`config.mk`:
```
export PLATFORM = sky130hd
export DESIGN_NAME = pm_cell
export DESIGN_NICKNAME = d
export VERILOG_FILES = /design/src/pm_pkg.sv /design/src/pm_cell.sv
export SDC_FILE = /design/constraint.sdc
export NUM_CORES = 2
export LEC_CHECK = 0
export BUFFER_PORTS_ARGS = -buffer_cell sky130_fd_sc_hd__buf_2
export CAP_MARGIN = 20
export CORE_MARGIN = 1
export CORE_UTILIZATION = 50
export DETAILED_ROUTE_END_ITERATION = 8
export GPL_ROUTABILITY_DRIVEN = 0
export PLACE_DENSITY = 0.77
export REMOVE_ABC_BUFFERS = 1
export SYNTH_ARGS = -nofsm -noshare
export SYNTH_HDL_FRONTEND = slang
export SYNTH_SLANG_ARGS = --single-unit
```
`constraint.sdc`:
```
create_clock -name clk -period 11.4 [get_ports clk]
set_clock_uncertainty 0.2 [all_clocks]
set_input_delay 0 -clock clk [delete_from_list [all_inputs] [get_ports clk]]
set_output_delay 0 -clock clk [all_outputs]
set_load 0.02 [all_outputs]
```
`src/pm_pkg.sv`:
```
// ----------------------------------------------------------------------------
// pm_pkg: shared types and constants for the polynomial multiplier
// Coefficient, product and accumulator widths plus the per-cell control bundle.
// ----------------------------------------------------------------------------
package pm_pkg;

    localparam int COEFF_W = 32;  // Q16.16 input coefficient
    localparam int PROD_W  = 64;  // Q32.32 product / result
    localparam int ACC_W   = 70;  // exact sum of up to 32 products, plus headroom
    localparam int POWER_W = 5;

    typedef enum logic [1:0] {
        ST_IDLE = 2'b01,
        ST_RUN  = 2'b10
    } state_t;

    typedef struct packed {
        logic load_l;   // capture coeff as this cell's left term
        logic load_r;   // capture coeff as this cell's right term
        logic shift_r;  // take right term from upper neighbor
        logic active;   // left term is inside the loaded count
    } cell_ctrl_t;

endpackage

```
`src/pm_cell.sv`:
```
// ----------------------------------------------------------------------------
// pm_cell: one tap of the transposed convolution chain
// Holds one left term and one right term; multiplies the broadcast right term
// by its left term and adds the product to the partial sum from above.
// ----------------------------------------------------------------------------
module pm_cell (
    input  logic                                 clk,
    input  logic                                 rst_n,
    input  pm_pkg::cell_ctrl_t                   ctrl,
    input  logic signed [pm_pkg::COEFF_W-1:0]    coeff,
    input  logic signed [pm_pkg::COEFF_W-1:0]    x,
    input  logic signed [pm_pkg::COEFF_W-1:0]    r_in,
    output logic signed [pm_pkg::COEFF_W-1:0]    r_out,
    input  logic signed [pm_pkg::ACC_W-1:0]      acc_in,
    output logic signed [pm_pkg::ACC_W-1:0]      acc_out
);
    import pm_pkg::*;

    logic signed [COEFF_W-1:0] l_reg;
    logic signed [COEFF_W-1:0] r_reg;
    logic signed [COEFF_W-1:0] r_next;
    logic signed [PROD_W-1:0]  prod_full;
    logic signed [PROD_W-1:0]  prod_reg;
    logic signed [PROD_W-1:0]  prod_next;
    logic signed [ACC_W-1:0]   acc_reg;
    logic signed [ACC_W-1:0]   acc_next;

    always_comb
    begin
        if (ctrl.load_r)
            r_next = coeff;
        else if (ctrl.shift_r)
            r_next = r_in;
        else
            r_next = r_reg;
    end

    // full 32x32 signed product, sized by the 64-bit target
    assign prod_full = l_reg * x;

    // inactive cells contribute zero (left term beyond count)
    assign prod_next = ctrl.active ? prod_full : '0;
    assign acc_next  = {{(ACC_W-PROD_W){prod_reg[PROD_W-1]}}, prod_reg} + acc_in;

    always_ff @(posedge clk)
    begin
        if (ctrl.load_l)
            l_reg <= coeff;
        r_reg <= r_next;
    end

    always_ff @(posedge clk or negedge rst_n)
    begin
        if (!rst_n)
        begin
            prod_reg <= '0;
            acc_reg  <= '0;
        end
        else
        begin
            prod_reg <= prod_next;
            acc_reg  <= acc_next;
        end
    end

    assign r_out   = r_reg;
    assign acc_out = acc_reg;

endmodule

```
==> qor.yml <==
run_status:
  outcome: "completed"
setup_path:
  crit_top_cell: "fa_1"
  end_kind: "flop"
  cp.arrival_ns: 9.67
  crit_required_ns: 11.61
  worstSetupPathType: "reg -> reg"
  cpMaxStageDelayCell: "edfxtp_1"
  cp_max_fo: 32
  start_kind: "flop"
  slowest_delay_ns: 1.04
cts:
  ctsHoldBuffers: 179
  numCtsBuffers: 17
  clkSlewWorstSetupHoldPaths_ns: 0.09
  clock_insertion_delay_worst_skew_ns: 0.52
  cts-resized-gates: 0
  cts_sinks: 198
  cts_buffer_depth: 2
  htree_levels: 4
  cts-root-buf: "clkbuf_16"
  cts_tree: "built"
  cts_setup_buffers: 0
timing:
  slew_viol_final: 0
  worst_pin_slew_ns: 1.075
  tns_ns: 0
  finalHoldViolations: 0
  timing.final.crit_share: 0.8294
  setup_viol: 0
  slew-limit-headroom: 0.2833
  clock.fmax_mhz: 105.8
  grt_setup_unrepaired: "no"
  layout_min_cycle_time_ns: 9.456
synthesis:
  ys_warn_count: 0
  ys_seq_area_frac: 0.1133
  yosysMostFrequentCell: "fa_1"
  synth_cell_types: 87
  ys.flop_type: "dfrtp_1"
  yosysTopAreaCellShare: 0.4655
  netlist_area_mm2: 0.04658
  yosysTopAreaCell: "fa_1"
  synthArstFlopShare: 0.6768
  postSynthCellCount: 4828
  synth_enable_flop_cells: 64
  syn_area_per_cell_um2: 9.647
  synthTopCellsByCount: "fa_1, inv_1, nand2_1"
  synth_area_leaders: "fa_1, inv_1, dfrtp_1"
  synth-seq-cells: 198
finish:
  nFillCells: 7775
  drive_gt1_frac: 0.08232
  largest_reg_flops: 70
  postLayoutCoreUtil: 0.5580
  area_delta_synth_final_pct: 10.15
  nets: 6609
drt:
  wl_per_cell_um: 20.15
  via_per_inst: 5.555
  wl_um: 128200
  ant_nets: 0
  detailroute.via_count: 35340
  route.detailed.drc: 0
  first_iter_violations: 2456
  drt-pass1-iter-count: 6
grt:
  grt_pass1_vias: 39090
  grt_first_pass_wirelength_um: 206700
  grt_max_degree: 70
  grt_use_total: 0.2828
  overflow: 0
  grt_antenna_before_repair: 8
floorplanning:
  die_h_um: 307.2
  die_area_mm2: 0.09437
  row_count: 111
  initial_core_util: 0.5066
  core_area_mm2: 0.09194
  io_pins: 274
  die_w_um: 307.2
place:
  port_buffers: 273
  dp_hpwl_um: 99110
hold_path:
  hold_class: "in -> reg"
flow_run:
  cap_viol_max_count: 0
-- metal layers --
| metal | up-vias | global-route usage | wire length [um] |
|---|---|---|---|
| met1 | 18070 | 0.3364 | 45450 |
| met5 | - | 0 | 47 |
| met4 | 6 | 0.1531 | 7617 |
| met3 | 491 | 0.04907 | 10320 |
| met2 | 1704 | 0.4882 | 64740 |
| li1 | 15070 | - | - |
-- critical path: cells and delay by family (launching register included) --
kind | cells | cell delay, ns
fa+ha+maj | 9 | 4.69
compound gates | 8 | 1.33
buf+inv | 7 | 1.25
simple gates | 2 | 0.85
flops | 1 | 1.04
-- cell usage in the layout (no fill, tap or decap), drive strengths merged, types with 14 or more instances in the layout --
cell and count:
o211ai 16, nand4 35, inv 993, dlygate4sd3 178, and2 528, buf 324
clkbuf 18, o21ai 76, nor2b 14, xor2 44, nor2 139, nand2 579
mux2 33, ha 253, nand3 32, nand2b 22, dfrtp 134, a21o 86
o21bai 33, xnor2 75, edfxtp 64, a21oi 160, fa 1083, o21a 25
and3 20, nor3 25
-- cell families (layout without fill, tap and decap cells) --
logic type | after synthesis | in the layout | share of synthesized area
flip-flops | 198 | 198 | 0.1133
other | 0 | 5 | 0
buffers and inverters | 1230 | 1516 | 0.1007
XOR/XNOR | 119 | 119 | 0.02238
adder cells (fa/ha/maj) | 1336 | 1336 | 0.5335
AO/OA/AOI/OAI | 480 | 480 | 0.06840
multiplexers | 38 | 38 | 0.009053
AND/OR/NAND/NOR | 1427 | 1427 | 0.1528
-- worst paths after layout --
path	from	endpoint	slack, ns	depth (start not counted)
worst min register to register	prod_reg[0]$_DFF_PN0_	acc_out[0]$_DFF_PN0_	0.28	1
worst min-delay path	coeff[7]	l_reg[7]$_DFFE_PP_	0.02	2
worst max register to register	l_reg[31]$_DFFE_PP_	prod_reg[63]$_DFF_PN0_	1.94	26
worst max-delay path	l_reg[31]$_DFFE_PP_	prod_reg[63]$_DFF_PN0_	1.94	26
min in group asynchronous	rst_n	acc_out[28]$_DFF_PN0_	0.41	4
max in group asynchronous	rst_n	prod_reg[61]$_DFF_PN0_	9.68	4
-- final cells by class --
cell class,count,area [um2],share of cell area
multi-input cells,3400,36610,0.7136
flip-flops and latches,198,5275,0.1028
inverters,982,3686,0.07184
repair buffers,502,3557,0.06933
well taps,1243,1555,0.03031
clock buffers,18,439.2,0.008560
clock inverters,14,167.7,0.003268
diodes,5,12.51,0.0002439
-- per-stage QoR --
stage               cells  area, um2  setup slack [ns]  hold slack, ns
finish               6362      51310             1.944         0.02385
global route         6358      51300             1.412         0.02192
CTS                  6357      51290             2.004        0.001269
detailed placement   6146      48880             2.056         -0.1773
global placement     6146      48880             2.398         -0.1919
floorplan            4580      45570             3.255         -0.4956
Power is not shown: default switching activity piles up to over one toggle a cycle in this logic, so the estimate is an artifact.
